===== src/design/tls_pkg.sv =====
package tls_pkg;

    localparam int COUNT_BITS_DEF = 8;

    localparam int CFG_IDX_W  = 3;
    localparam int CFG_DATA_W = 8;
    localparam int LEN_W      = 8;
    localparam int WIN_W      = 3;
    localparam int LIGHT_W    = 2;

    localparam logic [CFG_IDX_W-1:0] REG_MAIN_GREEN_MIN  = 3'd0;
    localparam logic [CFG_IDX_W-1:0] REG_YELLOW_TIME     = 3'd1;
    localparam logic [CFG_IDX_W-1:0] REG_ALL_RED_TIME    = 3'd2;
    localparam logic [CFG_IDX_W-1:0] REG_CAR_WINDOW      = 3'd3;
    localparam logic [CFG_IDX_W-1:0] REG_MAX_CAR_WINDOWS = 3'd4;
    localparam logic [CFG_IDX_W-1:0] REG_WALK_TIME       = 3'd5;
    localparam logic [CFG_IDX_W-1:0] REG_PED_CLEAR_TIME  = 3'd6;

    localparam logic [LEN_W-1:0] RST_MAIN_GREEN_MIN  = 8'd75;
    localparam logic [LEN_W-1:0] RST_YELLOW_TIME     = 8'd30;
    localparam logic [LEN_W-1:0] RST_ALL_RED_TIME    = 8'd5;
    localparam logic [LEN_W-1:0] RST_CAR_WINDOW      = 8'd25;
    localparam logic [WIN_W-1:0] RST_MAX_CAR_WINDOWS = 3'd3;
    localparam logic [LEN_W-1:0] RST_WALK_TIME       = 8'd100;
    localparam logic [LEN_W-1:0] RST_PED_CLEAR_TIME  = 8'd50;

    localparam logic [LIGHT_W-1:0] LIGHT_GREEN  = 2'd0;
    localparam logic [LIGHT_W-1:0] LIGHT_YELLOW = 2'd1;
    localparam logic [LIGHT_W-1:0] LIGHT_RED    = 2'd2;

    localparam logic [WIN_W-1:0] WIN_SAT = 3'd7;

    typedef enum logic [7:0] {
        PH_MAIN_GREEN  = 8'b0000_0001,
        PH_MAIN_YELLOW = 8'b0000_0010,
        PH_RED_A       = 8'b0000_0100,
        PH_CAR         = 8'b0000_1000,
        PH_WALK        = 8'b0001_0000,
        PH_PED_CLEAR   = 8'b0010_0000,
        PH_SIDE_YELLOW = 8'b0100_0000,
        PH_RED_B       = 8'b1000_0000
    } phase_t;

    typedef enum logic [1:0] {
        REQ_NONE = 2'd0,
        REQ_CAR  = 2'd1,
        REQ_PED  = 2'd2
    } req_t;

    typedef struct packed {
        logic [LEN_W-1:0] main_green_min;
        logic [LEN_W-1:0] yellow_time;
        logic [LEN_W-1:0] all_red_time;
        logic [LEN_W-1:0] car_window;
        logic [WIN_W-1:0] max_car_windows;
        logic [LEN_W-1:0] walk_time;
        logic [LEN_W-1:0] ped_clear_time;
    } cfg_t;

    typedef struct packed {
        logic [LIGHT_W-1:0] main_light;
        logic [LIGHT_W-1:0] side_light;
        logic               ped_walk;
    } result_t;

endpackage


===== src/design/tls_cfg.sv =====
module tls_cfg (
    input  logic                           clk,
    input  logic                           rst_n,
    input  logic                           cfg_we,
    input  logic [tls_pkg::CFG_IDX_W-1:0]  cfg_index,
    input  logic [tls_pkg::CFG_DATA_W-1:0] cfg_data,
    output tls_pkg::cfg_t                  cfg
);
    import tls_pkg::*;

    cfg_t cfg_reg;

    always_ff @(posedge clk or negedge rst_n)
    begin
        if (!rst_n)
        begin
            cfg_reg.main_green_min  <= RST_MAIN_GREEN_MIN;
            cfg_reg.yellow_time     <= RST_YELLOW_TIME;
            cfg_reg.all_red_time    <= RST_ALL_RED_TIME;
            cfg_reg.car_window      <= RST_CAR_WINDOW;
            cfg_reg.max_car_windows <= RST_MAX_CAR_WINDOWS;
            cfg_reg.walk_time       <= RST_WALK_TIME;
            cfg_reg.ped_clear_time  <= RST_PED_CLEAR_TIME;
        end
        else if (cfg_we)
        begin
            unique case (cfg_index)
                REG_MAIN_GREEN_MIN:  cfg_reg.main_green_min  <= cfg_data;
                REG_YELLOW_TIME:     cfg_reg.yellow_time     <= cfg_data;
                REG_ALL_RED_TIME:    cfg_reg.all_red_time    <= cfg_data;
                REG_CAR_WINDOW:      cfg_reg.car_window      <= cfg_data;
                REG_MAX_CAR_WINDOWS: cfg_reg.max_car_windows <= cfg_data[WIN_W-1:0];
                REG_WALK_TIME:       cfg_reg.walk_time       <= cfg_data;
                REG_PED_CLEAR_TIME:  cfg_reg.ped_clear_time  <= cfg_data;
                default:             cfg_reg <= cfg_reg;
            endcase
        end
    end

    assign cfg = cfg_reg;

endmodule


===== src/design/tls_seq.sv =====
module tls_seq #(
    parameter int COUNT_BITS = tls_pkg::COUNT_BITS_DEF
) (
    input  logic             clk,
    input  logic             rst_n,
    input  logic             step,
    input  logic             car,
    input  logic             ped,
    input  tls_pkg::cfg_t    cfg,
    output tls_pkg::result_t res
);
    import tls_pkg::*;

    localparam int CW = (COUNT_BITS > LEN_W) ? COUNT_BITS : LEN_W;
    localparam logic [COUNT_BITS-1:0] CNT_MAX = {COUNT_BITS{1'b1}};

    phase_t                phase_reg, phase_next;
    logic [COUNT_BITS-1:0] ticks_reg, ticks_next;
    req_t                  req_reg, req_next;
    logic                  ext_reg, ext_next;
    logic [WIN_W-1:0]      win_reg, win_next;

    logic [COUNT_BITS-1:0] ticks_inc;
    logic [LEN_W-1:0]      len;
    logic [CW-1:0]         lim;
    logic                  done;
    logic [WIN_W-1:0]      win_inc;
    logic                  ext_eff;

    always_comb
    begin
        unique case (phase_reg) inside
            PH_MAIN_GREEN:                  len = cfg.main_green_min;
            PH_MAIN_YELLOW, PH_SIDE_YELLOW: len = cfg.yellow_time;
            PH_CAR:                         len = cfg.car_window;
            PH_WALK:                        len = cfg.walk_time;
            PH_PED_CLEAR:                   len = cfg.ped_clear_time;
            default:                        len = cfg.all_red_time;
        endcase
    end

    always_comb
    begin
        ticks_inc = (ticks_reg == CNT_MAX) ? ticks_reg : ticks_reg + 1'b1;
        lim       = (CW'(len) > CW'(CNT_MAX)) ? CW'(CNT_MAX) : CW'(len);
        done      = CW'(ticks_inc) >= lim;
        win_inc   = (win_reg < WIN_SAT) ? win_reg + 1'b1 : win_reg;
        ext_eff   = ext_reg | (car & ~ped);
    end

    always_comb
    begin
        phase_next = phase_reg;
        ticks_next = ticks_inc;
        req_next   = req_reg;
        ext_next   = ext_reg;
        win_next   = win_reg;
        res.main_light = LIGHT_RED;
        res.side_light = LIGHT_RED;
        res.ped_walk   = 1'b0;
        unique case (phase_reg)
            PH_MAIN_GREEN:
            begin
                res.main_light = LIGHT_GREEN;
                if (req_reg == REQ_NONE && (car || ped))
                begin
                    req_next = ped ? REQ_PED : REQ_CAR;
                end
                if (done && req_next != REQ_NONE)
                begin
                    phase_next = PH_MAIN_YELLOW;
                    ticks_next = '0;
                end
            end
            PH_MAIN_YELLOW:
            begin
                res.main_light = LIGHT_YELLOW;
                if (done)
                begin
                    phase_next = PH_RED_A;
                    ticks_next = '0;
                end
            end
            PH_RED_A:
            begin
                if (done)
                begin
                    ext_next   = 1'b0;
                    win_next   = '0;
                    phase_next = (req_reg == REQ_CAR) ? PH_CAR : PH_WALK;
                    ticks_next = '0;
                end
            end
            PH_CAR:
            begin
                res.side_light = LIGHT_GREEN;
                ext_next       = ext_eff;
                if (done)
                begin
                    win_next   = win_inc;
                    ticks_next = '0;
                    if (ext_eff && win_inc < cfg.max_car_windows)
                    begin
                        ext_next   = 1'b0;
                        phase_next = PH_CAR;
                    end
                    else
                    begin
                        phase_next = PH_SIDE_YELLOW;
                    end
                end
            end
            PH_WALK:
            begin
                res.side_light = LIGHT_GREEN;
                res.ped_walk   = 1'b1;
                if (done)
                begin
                    phase_next = PH_PED_CLEAR;
                    ticks_next = '0;
                end
            end
            PH_PED_CLEAR:
            begin
                res.side_light = LIGHT_GREEN;
                if (done)
                begin
                    phase_next = PH_SIDE_YELLOW;
                    ticks_next = '0;
                end
            end
            PH_SIDE_YELLOW:
            begin
                res.side_light = LIGHT_YELLOW;
                if (done)
                begin
                    phase_next = PH_RED_B;
                    ticks_next = '0;
                end
            end
            PH_RED_B:
            begin
                if (done)
                begin
                    req_next   = REQ_NONE;
                    ext_next   = 1'b0;
                    win_next   = '0;
                    phase_next = PH_MAIN_GREEN;
                    ticks_next = '0;
                end
            end
            default:
            begin
                req_next   = REQ_NONE;
                ext_next   = 1'b0;
                win_next   = '0;
                phase_next = PH_MAIN_GREEN;
                ticks_next = '0;
            end
        endcase
    end

    always_ff @(posedge clk or negedge rst_n)
    begin
        if (!rst_n)
        begin
            phase_reg <= PH_MAIN_GREEN;
            ticks_reg <= '0;
            req_reg   <= REQ_NONE;
            ext_reg   <= 1'b0;
            win_reg   <= '0;
        end
        else if (step)
        begin
            phase_reg <= phase_next;
            ticks_reg <= ticks_next;
            req_reg   <= req_next;
            ext_reg   <= ext_next;
            win_reg   <= win_next;
        end
    end

    a_phase_only_on_step: assert property (@(posedge clk) disable iff (!rst_n)
        !step |=> $stable(phase_reg) && $stable(ticks_reg))
        else $error("Sequencer state moved without a tick.");

    a_request_held: assert property (@(posedge clk) disable iff (!rst_n)
        phase_reg != PH_MAIN_GREEN |-> req_reg != REQ_NONE)
        else $error("Left main green without a latched request.");

    a_windows_idle: assert property (@(posedge clk) disable iff (!rst_n)
        (phase_reg == PH_MAIN_GREEN || phase_reg == PH_MAIN_YELLOW || phase_reg == PH_RED_A
         || phase_reg == PH_WALK || phase_reg == PH_PED_CLEAR) |-> win_reg == '0)
        else $error("Window count not cleared outside the car sequence.");

endmodule


===== src/design/traffic_light_sequencer_unit.sv =====
// Channel   Direction  Handshake           Payload
// input     in         in_valid, in_stall  car_button, ped_button
// result    out        out_valid, out_stall main_light, side_light, ped_walk
// config    in         cfg_we              cfg_index, cfg_data
//
// One tick per cycle unless stalled; it passes the input register and then the result register.
// The input register and the result register form a two-stage pipe around the sequencer.
// Reset brings the sequencer to main green, no request latched, and config registers to defaults.
// A stalled result holds the pipe, and in_stall rises only while the input register is full.
module traffic_light_sequencer_unit #(
    parameter int COUNT_BITS = tls_pkg::COUNT_BITS_DEF
) (
    input  logic                           clk,
    input  logic                           rst_n,
    input  logic                           in_valid,
    output logic                           in_stall,
    input  logic                           car_button,
    input  logic                           ped_button,
    output logic                           out_valid,
    input  logic                           out_stall,
    output logic [tls_pkg::LIGHT_W-1:0]    main_light,
    output logic [tls_pkg::LIGHT_W-1:0]    side_light,
    output logic                           ped_walk,
    input  logic                           cfg_we,
    input  logic [tls_pkg::CFG_IDX_W-1:0]  cfg_index,
    input  logic [tls_pkg::CFG_DATA_W-1:0] cfg_data
);
    import tls_pkg::*;

    cfg_t    cfg;
    result_t res;
    result_t result_reg;
    logic    in_valid_reg;
    logic    out_valid_reg;
    logic    car_reg;
    logic    ped_reg;
    logic    advance;
    logic    in_take;

    assign advance  = in_valid_reg && (!out_valid_reg || !out_stall);
    assign in_take  = in_valid && !in_stall;
    assign in_stall = in_valid_reg && !advance;

    tls_cfg u_cfg (
        .clk       (clk),
        .rst_n     (rst_n),
        .cfg_we    (cfg_we),
        .cfg_index (cfg_index),
        .cfg_data  (cfg_data),
        .cfg       (cfg)
    );

    tls_seq #(
        .COUNT_BITS (COUNT_BITS)
    ) u_seq (
        .clk   (clk),
        .rst_n (rst_n),
        .step  (advance),
        .car   (car_reg),
        .ped   (ped_reg),
        .cfg   (cfg),
        .res   (res)
    );

    always_ff @(posedge clk or negedge rst_n)
    begin
        if (!rst_n)
        begin
            in_valid_reg  <= 1'b0;
            out_valid_reg <= 1'b0;
        end
        else
        begin
            if (in_take)
            begin
                in_valid_reg <= 1'b1;
            end
            else if (advance)
            begin
                in_valid_reg <= 1'b0;
            end
            if (advance)
            begin
                out_valid_reg <= 1'b1;
            end
            else if (!out_stall)
            begin
                out_valid_reg <= 1'b0;
            end
        end
    end

    always_ff @(posedge clk)
    begin
        if (in_take)
        begin
            car_reg <= car_button;
            ped_reg <= ped_button;
        end
        if (advance)
        begin
            result_reg <= res;
        end
    end

    assign out_valid  = out_valid_reg;
    assign main_light = result_reg.main_light;
    assign side_light = result_reg.side_light;
    assign ped_walk   = result_reg.ped_walk;

    a_stall_needs_data: assert property (@(posedge clk) disable iff (!rst_n)
        in_stall |-> in_valid_reg && out_valid_reg && out_stall)
        else $error("Input stalled while the pipe could move.");

    a_drain: assert property (@(posedge clk) disable iff (!rst_n)
        out_valid_reg && !out_stall && !in_valid_reg |=> !out_valid_reg)
        else $error("Result shown again after its transfer.");

    a_walk_safe: assert property (@(posedge clk) disable iff (!rst_n)
        out_valid_reg && result_reg.ped_walk |->
            result_reg.side_light == LIGHT_GREEN && result_reg.main_light == LIGHT_RED)
        else $error("Walk shown without side green and main red.");

endmodule


===== config.mk =====
export PLATFORM = sky130hd
export DESIGN_NAME = traffic_light_sequencer_unit
export DESIGN_NICKNAME = d
export VERILOG_FILES = /design/src/design/tls_pkg.sv /design/src/design/tls_cfg.sv /design/src/design/tls_seq.sv /design/src/design/traffic_light_sequencer_unit.sv
export SDC_FILE = /design/constraint.sdc
export NUM_CORES = 1
export LEC_CHECK = 0
export BUFFER_PORTS_ARGS = -buffer_cell sky130_fd_sc_hd__clkbuf_2
export CAP_MARGIN = 20
export CORE_MARGIN = 1.5
export CORE_UTILIZATION = 45
export CTS_CLUSTER_DIAMETER = 40
export CTS_CLUSTER_SIZE = 25
export DETAILED_ROUTE_END_ITERATION = 8
export GPL_ROUTABILITY_DRIVEN = 0
export PLACE_DENSITY_LB_ADDON = 0.12
export REMOVE_ABC_BUFFERS = 1
export SKIP_LAST_GASP = 1
export SLEW_MARGIN = 20
export SYNTH_ARGS = -nofsm -noshare
export SYNTH_HDL_FRONTEND = slang
export SYNTH_HIERARCHICAL = 1
export SYNTH_SLANG_ARGS = --single-unit

===== constraint.sdc =====
create_clock -name clk -period 4.1 [get_ports clk]
set_clock_uncertainty 0.05 [all_clocks]
set_input_delay 0 -clock clk [delete_from_list [all_inputs] [get_ports clk]]
set_output_delay 0 -clock clk [all_outputs]
set_load 0.01 [all_outputs]

# After elaboration in Yosys (flattened, before gate mapping)
# Cells that the tools add are included.
# totals
reg_bits	82
inputBits	18
# classes
n_addsub	2
reduce_logical	33
eq_ne	26
bitwise	5
order_cmp	4
n_mux	37
# ops
op	n
$mux 8	12
$pmux 8 s8	1
$pmux 8 s5	1
$ne 2x1->1 const B	9
$eq 8x8->1 const B	2
$pmux 8 s2	1
$reduce_and 2->1	7
$eq 3x3->1 const B	3
$mux 3	3
$pmux 3 s3	1
$reduce_and 9->1	1
$add 8x1->8 const B	1
$eq 8x1->1 const B	1
$eq 8x2->1 const B	1
$eq 8x3->1 const B	1
$eq 8x4->1 const B	1
$eq 8x5->1 const B	1
$eq 8x6->1 const B	1
$eq 8x7->1 const B	1
$ge 8x8->1	1
$gt 8x8->1 const B	1
$mux 1	8
$mux 2	4
$pmux 2 s2	2
27 further kinds	42

# Logic depth before layout (Yosys ltp)
# Gate-level depths: netlist of run 1.
# depth
ltp_word	9
depth_mapped	15
ltp_nobuf	13

# Modules after synthesis
# Netlist of run 1, hierarchy kept.
# modules_own_cells
mod	instances	area_per_inst_um2	cells_per_inst
tls_seq	1	1991.9	233
tls_cfg	1	1989.4	115
traffic_light_sequencer_unit	1	302.8	15

# Worst setup path after synthesis of run 1
# No wires, ideal clock.
# synth_path
path_kind	register to register
startpoint	register u_seq.phase_reg[3]
endpoint	register u_seq.phase_reg[7]
n_path_buf	1
setup_ns	0.128
slack_ns	0.019
arrival_ns	3.904
stages_incl_launch_ff	14
period_less_slack_ns	4.081
cell_sequence	dfrtp_1 -> or4_4 -> nor4b_1 -> clkbuf_1 -> a22oi_1 -> o2111ai_1 -> o21ai_1 -> ha_1 -> nor2b_1 -> o211a_1 -> o311ai_1 -> a22oi_1 -> o21ai_4 -> mux2_1
# synth_between
elab_chain_cells	9
elab_cells_between_ends	24
# synth_rtl
element	line_no	source
start: declaration	tls_seq.sv:17	phase_t phase_reg, phase_next;
start signal: assignment	tls_seq.sv:175	phase_reg <= phase_next;
$eq 8x7->1 or $eq 8x2->1 (tied branches)	tls_seq.sv:61	unique case (phase_reg)
$reduce_or 2->1	tls_seq.sv:32	unique case (phase_reg) inside
$pmux 8 s5	tls_seq.sv:32	
$gt 8x8->1	tls_seq.sv:45	lim = (CW'(len) > CW'(CNT_MAX)) ? CW'(CNT_MAX) : CW'(len);
$mux 8	tls_seq.sv:45	
$ge 8x8->1	tls_seq.sv:46	done = CW'(ticks_inc) >= lim;
$logic_and 1x1->1	tls_seq.sv:69	if (done && req_next != REQ_NONE)
$ne 2x2->1 (no line)	n/a	
$reduce_and 9->1 (no line)	n/a	
# Several ways; a longest one is shown, not always the timed one.
# A chain may end at the register's enable or synchronous reset.

# Final worst setup path of run 1
# layout_path
startpoint	register u_seq.phase_reg[6]
endpoint	register u_seq.phase_reg[3]
# Same word-level chain as after synthesis.

==> flow_metrics.tcl, run 1 <==
set metrics [dict create \
    cts_root_buffer "clkbuf_8" \
    post_cts_buffers 0 \
    rows 35 \
    ys_ff_latch 82 \
    synth_area_sq_mm 0.00428 \
    final_core_util_pct 54.6 \
    switching_share_pct 35.5 \
    synth_cell_types 61 \
    worst_slew_pin_slew_ps 945 \
    min_path_type "input pin to flop" \
    synthToLayoutAreaGrowth_pct 17.8 \
    pwr-share-comb_pct 37.1 \
    dr.pass1.iters 5 \
    maxCapViolations 0 \
    insertion_delay_ps 350 \
    cts_buffers 9 \
    fin_crit_sh_pct 93.2 \
    clk_path_buf_depth 2 \
    antenna_found_initial 0 \
    drt_wl_total_um 9520 \
    hold_viol 0 \
    reg2reg_slack_ps 280 \
    fin_area_sq_mm 0.00505 \
    core_sq_mm 0.00924 \
    final_cell_mix "dfrtp_1 (53), mux2_2 (52), clkbuf_2 (23)" \
    drv_slew 0 \
    num_io_pins 25 \
    port_buffers 24 \
    syn_inst 363 \
    largest_reg_flops 51 \
    hold_depth 3 \
    fmax_mhz 262 \
    seqPwrFrac_pct 41.8 \
    grt_use_total_pct 20.9 \
    htree_levels 3 \
    clock_sinks 82 \
    fin_crit_ps 3820 \
    grt_max_degree 76 \
    avgSynthCellArea_sq_um 11.8 \
    fin_nets 445 \
    overflow 0 \
    power_frac_clock_pct 21.1 \
    grt_pass1_wl_um 16100 \
    holdCritStartpoint "cfg_index[1]" \
    register_area_sq_mm 0.00211 \
    routed_via_density 5.64 \
    n_fill_cell 803 \
    r2r_cells 13 \
    holdWs_ps 150 \
    p_sw_mw 0.954 \
    path_class "flop to flop" \
    p_per_area_mw_per_mm2 532 \
    multiInputGateArea_sq_mm 0.00212 \
    seq_area_frac_synth_pct 49.4 \
    die_x_um 101 \
    ys_async_sr_fraction_pct 91.5 \
    fin_cells 549 \
    grt_pass1_vias 3038 \
    vias 3096 \
    clk_pin_slew_ps 90 \
    max-slew-margin-rel_pct 37.0 \
    hpwl_um 6860 \
    drt_iter0_markers 188 \
    placed_cell_area_sq_mm 0.00467 \
    setup_viol 0 \
    die_height_um 101 \
    wire_per_inst_um 17.3 \
    antenna_left 0 \
    num_antenna_cells 0 \
    cp.required_ps 4290 \
    final_common_cell "dfrtp_1" \
    start_util_pct 46.4 \
    cts_tree "built" \
    ys_warn_count 6 \
    die_area_sq_mm 0.0101 \
    dp.cells 519 \
    worstReg2RegEnd "u_seq/phase_reg[3]$_DFFE_PN0P_" \
    drive_gt1_share_pct 36.7 \
    synthFlopType "dfrtp_1" \
    min_to "u_cfg/cfg[45]$_DFFE_PN0P_" \
    ir_worst_vdd_v 0.000256 \
    leakagePower_nw 2.16 \
    worst-path-max-fanout 14 \
    synth_edf_count 7 \
    arrival_ps 4010 \
    end_kind "flop" \
    reg2reg_from "u_seq/phase_reg[6]$_DFFE_PN0P_" \
    cp-start-kind "flop" \
    drc 0 \
    p_int_mw 1.73 \
    status "completed" \
]
## synthesized netlist by cell type, drive strengths merged (10+ instances only)
cell type / number / share of area, %
a22oi: 17 / 3.0
ha: 12 / 3.5
a21oi: 10 / 1.3
inv: 13 / 1.1
mux2: 58 / 15
dfrtp: 53 / 31
nor2: 13 / 1.1
o21ai: 14 / 1.9
nor2b: 11 / 1.6
nand2: 17 / 1.5
dfstp: 22 / 13
## power groups by stage
stage	Sequential, mW	Clock, mW	Combinational (mW)
after floorplan	1.10	0	0.649
after global placement	1.13	0	0.932
after detailed placement	1.13	0	0.949
after CTS	1.12	0.583	0.961
after global routing	1.15	0.625	1.12
final	1.12	0.566	0.996
## per-stage QoR
step	worst slack, ps	TNS (ps)	power (mW)
floorplan	-449	-4780	1.75
global placement	124	0	2.06
detailed placement	124	0	2.08
CTS	93.8	0	2.66
global route	-42.1	-143	2.89
finish	281	0	2.68
## how the worst max path moves through the flow
stage,start,endpoint,slack [ps],cells past startpoint
6_report,u_seq/phase_reg[6]$_DFFE_PN0P_,u_seq/phase_reg[3]$_DFFE_PN0P_,280,13
5_1_grt,u_seq/phase_reg[6]$_DFFE_PN0P_,u_seq/phase_reg[5]$_DFFE_PN0P_,-40,13
2_1_floorplan,u_seq/phase_reg[3]$_DFFE_PN0P_,u_seq/phase_reg[3]$_DFFE_PN0P_,-450,12
4_1_cts,u_seq/phase_reg[3]$_DFFE_PN0P_,u_seq/win_reg[2]$_DFFE_PN0P_,90,15
3_5_place_dp,u_seq/phase_reg[3]$_DFFE_PN0P_,u_seq/win_reg[2]$_DFFE_PN0P_,120,15
3_3_place_gp,u_seq/phase_reg[6]$_DFFE_PN0P_,u_seq/win_reg[1]$_DFFE_PN0P_,120,15
## critical path, stage by stage, from the launching register on
cell	delay, ps
dfrtp_1	480
nor4_2	380
or3b_1	480
nand3_4	220
o2111ai_1	130
o21ai_1	120
ha_1	270
and3_1	190
a221oi_1	280
buf_4	170
and3_1	190
a21oi_2	140
o21ai_4	250
mux2_1	340
## cell families (layout without fill, tap and decap cells)
group | after synthesis | after routing | synth area share (%)
compound gates | 81 | 81 | 13.9
xor+xnor | 7 | 7 | 1.43
fa+ha+maj | 12 | 12 | 3.50
buf+inv | 30 | 87 | 2.86
flops | 82 | 82 | 49.4
mux | 60 | 60 | 15.7
simple gates | 91 | 91 | 13.3
## area by class of cell
cell class / instances / area share (%)
Inverter: 13 / 0.967
Sequential cell: 82 / 41.9
Tap cell: 129 / 3.20
Clock inverter: 4 / 0.669
Timing Repair Buffer: 58 / 8.25
Clock buffer: 12 / 3.07
Multi-Input combinational cell: 251 / 42.0
## what timing repair did
action | 4_1_cts | 5_1_grt
hold buffers | 14 | 0
endpoints found under the hold margin | 110 | 0
resized for setup | 0 | 9
endpoints found under the setup margin | 0 | 19
## layer usage
metal	part of all wire (%)	vias to the layer above	wire length (um)	GRT usage [%]
li1	-	1481	-	-
met1	47	1548	4470	28.5
met2	48	56	4530	33.3
met3	3.9	11	367	4.30
met4	1.5	0	145	6.93
met5	0	-	0	0
(Power assumes the default switching activity.)
==> inputs of run 2 (changes only) <==
PLACE_DENSITY_LB_ADDON = unset   (was 0.12)
==> run 2 against run 1 <==
Final cell count down 0.18%. Non-clock buffer count down 1. Maximum frequency down 3.1%. Critical path depth unchanged. Wire length down 0.66%. Die area unchanged. Cell area up 0.67%. Largest cell class is now flip-flops and latches. Sequential cell count unchanged. Via count down 1.0%. Sequential power about the same. Power up 5.9%. Clock power up 28%.
==> flow_metrics.tcl, run 2 (synthesis gave the netlist of run 1 again) <==
set metrics [dict create \
    drt-met1-wl_um 4490 \
    rsz0062_at_grt "false" \
    final_common_cell "dfrtp_1" \
    antenna_found_initial 0 \
    wl_met2_um 4560 \
    routed_via_density 5.59 \
    r2r_cells 13 \
    dr.pass1.iters 4 \
    vias 3064 \
    dp.cells 517 \
    clock_sinks 82 \
    cts_tree "built" \
    p_int_mw 1.89 \
    die_height_um 101 \
    tns_ps 0 \
    total_power_mw 2.84 \
    seqPwrFrac_pct 39.2 \
    drt_iter0_markers 158 \
    wire_per_inst_um 17.3 \
    worst-path-max-fanout 7 \
    drc 0 \
    setup_viol 0 \
    switching_share_pct 33.6 \
    grt_pass1_vias 3115 \
    hold_depth 3 \
    maxCapViolations 0 \
    topRoutingLayerUsed "met4" \
    htree_levels 3 \
    clk_pin_slew_ps 80 \
    synthToLayoutAreaGrowth_pct 18.6 \
    fin_crit_ps 3940 \
    cts_buffers 9 \
    power_frac_clock_pct 25.4 \
    grt_max_degree 76 \
    rows 35 \
    drt_wl_total_um 9450 \
    worst_slew_pin_slew_ps 974 \
    grt_use_total_pct 20.3 \
    p_sw_mw 0.955 \
    cp.required_ps 4270 \
    num_io_pins 25 \
    core_sq_mm 0.00924 \
    pwr-share-comb_pct 35.3 \
    final_cell_mix "dfrtp_1 (53), mux2_2 (52), clkbuf_2 (23)" \
    port_buffers 24 \
    wl_met3_um 272 \
    drv_slew 0 \
    register_area_sq_mm 0.00211 \
    holdWs_ps 141 \
    hpwl_um 6730 \
    fin_crit_sh_pct 96.1 \
    fmax_mhz 254 \
    n_fill_cell 791 \
    cp-start-kind "flop" \
    start_util_pct 46.4 \
    die_area_sq_mm 0.0101 \
    end_kind "flop" \
    antenna_left 0 \
    arrival_ps 4110 \
    cts_root_buffer "clkbuf_8" \
    drive_gt1_share_pct 36.3 \
    num_antenna_cells 0 \
    insertion_delay_ps 340 \
    max-slew-margin-rel_pct 35.1 \
    clk_path_buf_depth 2 \
    fin_cells 548 \
    min_path_type "input pin to flop" \
    overflow 0 \
    grt_pass1_wl_um 15700 \
    final_core_util_pct 55.0 \
    largest_reg_flops 51 \
    leakagePower_nw 2.17 \
    ir_worst_vdd_v 0.000252 \
    die_x_um 101 \
    hold_viol 0 \
    status "completed" \
    path_class "flop to flop" \
    fin_nets 444 \
    multiInputGateArea_sq_mm 0.00210 \
    p_per_area_mw_per_mm2 559 \
]
==> run 2: changes by cell type in the layout (fill, tap and decap cells not counted), sizes merged <==
cell	delta
clkinvlp	-1
bufinv	+3
clkbuf	-2
buf	-1
==> run 2: layer usage <==
metal  vias to the layer above  GRT usage (%)
li1                       1471              -
met1                      1526           27.5
met2                        57           32.4
met3                        10           4.23
met4                         0           6.83
met5                         -              0
==> run 2: timing repair <==
action / 4_1_cts / 5_1_grt
hold buffers: 14 / 0
setup endpoints to repair: 4 / 17
hold endpoints to repair: 110 / 0
pin swaps: 0 / 1
setup buffers: 0 / 1
gates resized for setup: 1 / 6
==> run 2: cell type report <==
class                   count  area share (%)
clock buffers              10            2.71
multi-input cells         251            41.4
inverters                  13           0.960
repair buffers             57            7.98
flip-flops and latches     82            41.6
clock inverters             6            2.22
well taps                 129            3.18
==> run 2: power by group through the flow <==
stage                     clock [mW]  sequential [mW]  combinational [mW]
after detailed placement           0             1.13               0.946
after CTS                      0.743             1.11               0.972
final                          0.722             1.12                1.00
after global routing           0.772             1.14                1.13
after floorplan                    0             1.10               0.649
after global placement             0             1.12               0.928
==> run 2: final timing paths <==
check / slack (ps) / from / to
worst max register to register: 160 / u_seq/phase_reg[7]$_DFFE_PN0P_ / u_seq/phase_reg[3]$_DFFE_PN0P_
max in group asynchronous: 3070 / rst_n / u_seq/phase_reg[5]$_DFFE_PN0P_
min in group asynchronous: 250 / rst_n / u_seq/req_reg[1]$_DFFE_PN0P_
worst min-delay path: 140 / cfg_index[1] / u_cfg/cfg[45]$_DFFE_PN0P_
worst max-delay path: 160 / u_seq/phase_reg[7]$_DFFE_PN0P_ / u_seq/phase_reg[3]$_DFFE_PN0P_
worst min register to register: 460 / in_valid_reg$_DFFE_PN0P_ / out_valid$_DFFE_PN0P_
==> run 2: critical path, cell delays in order, from the launching register on <==
cell and delay [ps]:
dfrtp_1 500, or4_4 550, nor4b_2 290, buf_4 220
a22oi_1 100, o2111ai_1 120, o21ai_1 100, ha_1 290
and3_1 210, a221oi_2 380, and3_1 260, a21oi_2 120
o21ai_4 250, mux2_1 370
==> run 2: stage by stage <==
step | setup WS (ps) | instance area, sq um
finish | 160 | 5080
global route | 4.78 | 5080
CTS | 86.2 | 5040
global placement | 144 | 4640
detailed placement | -7.73 | 4640
floorplan | -449 | 4210
==> inputs of run 3 (changes only) <==
clock period = 4.8 ns   (was 4.1 ns; I/O delays follow)
==> run 3 against run 2 <==
Power down 23%. Largest power group unchanged. Clock power decreased by 40%. Setup slack better by 360 ps.
==> flow_metrics.tcl, run 3 (synthesis gave the netlist of run 1 again) <==
set metrics [dict create \
    status "completed" \
    fin_crit_ps 4280 \
    hpwl_um 6400 \
    multiInputGateArea_sq_mm 0.00206 \
    final_cell_mix "dfrtp_1 (53), mux2_2 (52), clkbuf_2 (23)" \
    dr.pass1.iters 5 \
    worst_slew_pin_slew_ps 953 \
    setup_viol 0 \
    fin_area_sq_mm 0.00487 \
    fin_crit_sh_pct 89.1 \
    cts_tree "built" \
    cts_root_buffer "clkbuf_8" \
    drt_iter0_markers 101 \
    grt_pass1_wl_um 15300 \
    rows 35 \
    end_kind "flop" \
    n_fill_cell 836 \
    min_path_type "input pin to flop" \
    fin_nets 434 \
    max-slew-margin-rel_pct 36.5 \
    p_int_mw 1.39 \
    cts_buffers 9 \
    grt_use_total_pct 19.8 \
    maxCapViolations 0 \
    num_antenna_cells 0 \
    p_sw_mw 0.786 \
    synthToLayoutAreaGrowth_pct 13.8 \
    tns_ps 0 \
    cp.required_ps 4990 \
    drt_wl_total_um 9210 \
    drc 0 \
    drv_slew 0 \
    clock_sinks 82 \
    rsz0062_at_grt "false" \
    start_util_pct 46.4 \
    path_class "flop to flop" \
    cp-start-kind "flop" \
    switching_share_pct 36.1 \
    leakagePower_nw 2.07 \
    arrival_ps 4470 \
    core_sq_mm 0.00924 \
    p_per_area_mw_per_mm2 447 \
    drive_gt1_share_pct 32.8 \
    ir_worst_vdd_v 0.000221 \
    clk_path_buf_depth 2 \
    placed_cell_area_sq_mm 0.00457 \
    holdWs_ps 130 \
    post_cts_buffers 0 \
    htree_levels 3 \
    routed_via_density 5.65 \
    worst-path-max-fanout 17 \
    num_io_pins 25 \
    vias 3038 \
    die_x_um 101 \
    hold_viol 0 \
    antenna_left 0 \
    largest_reg_flops 51 \
    final_common_cell "dfrtp_1" \
    cts_resized 0 \
    total_power_mw 2.18 \
    pwr-share-comb_pct 36.6 \
    grt_pass1_vias 2922 \
    fmax_mhz 234 \
    grt_max_degree 76 \
    power_frac_clock_pct 19.9 \
    overflow 0 \
    register_area_sq_mm 0.00211 \
    seqPwrFrac_pct 43.5 \
    wire_per_inst_um 17.1 \
    final_core_util_pct 52.8 \
    insertion_delay_ps 350 \
    die_height_um 101 \
    port_buffers 24 \
    clk_pin_slew_ps 80 \
    antenna_found_initial 0 \
    die_area_sq_mm 0.0101 \
]
run 3: area by class of cell:
class	instances	area share [%]
flip-flops and latches	82	43.4
clock buffers	12	2.77
well taps	129	3.31
repair buffers	47	6.78
clock inverters	4	0.565
multi-input cells	251	42.2
inverters	13	1.00
run 3: path summary, 6_finish.rpt:
check                      slack, ps                             end  cells past startpoint                           start
setup / recovery                 520  u_seq/phase_reg[6]$_DFFE_PN0P_                     12  u_seq/phase_reg[3]$_DFFE_PN0P_
hold / removal                   130       u_cfg/cfg[45]$_DFFE_PN0P_                      3                    cfg_index[0]
setup reg to reg                 520  u_seq/phase_reg[6]$_DFFE_PN0P_                     12  u_seq/phase_reg[3]$_DFFE_PN0P_
hold reg to reg                  460       u_cfg/cfg[26]$_DFFE_PN0P_                      1       u_cfg/cfg[26]$_DFFE_PN0P_
max in group asynchronous       3800        u_cfg/cfg[2]$_DFFE_PN0P_                      2                           rst_n
min in group asynchronous        260    u_seq/req_reg[1]$_DFFE_PN0P_                      2                           rst_n
run 3: critical path, cell delays in order, from the launching register on:
cell       delay (ps)
dfrtp_1           450
or4_4             580
or3_4             400
nand3_2           300
o2111ai_1         170
o21ai_1           130
ha_1              270
and3_1            180
a221oi_1          530
and3_1            300
a21oi_2           120
o21ai_4           310
mux2_1            360
run 3: stage by stage:
| step | cells | setup slack, ps |
|---|---|---|
| 6_report | 538 | 524 |
| 5_1_grt | 538 | 183 |
| 4_1_cts | 538 | 533 |
| 3_5_place_dp | 508 | 559 |
| 3_3_place_gp | 508 | 643 |
| 2_1_floorplan | 346 | 251 |
run 3: layer usage:
layer / part of all wire (%) / wire (um) / GRT usage, %
met5: 0 / 0 / 0
met4: 1.8 / 170 / 6.72
met3: 3.0 / 275 / 3.61
met2: 48 / 4420 / 31.8
met1: 47 / 4340 / 27.2
run 3: timing repair:
action	in CTS	in global routing
endpoints found under the hold margin	110	0
hold buffers	14	0
endpoints found under the setup margin	0	0
run 3: power groups by stage:
stage                     Combinational [mW]  Sequential [mW]  Clock [mW]
after floorplan                        0.554            0.941           0
after global placement                 0.768            0.958           0
after global routing                   0.883            0.969       0.473
after detailed placement               0.784            0.961           0
final                                  0.797            0.948       0.434
after CTS                              0.798            0.948       0.450
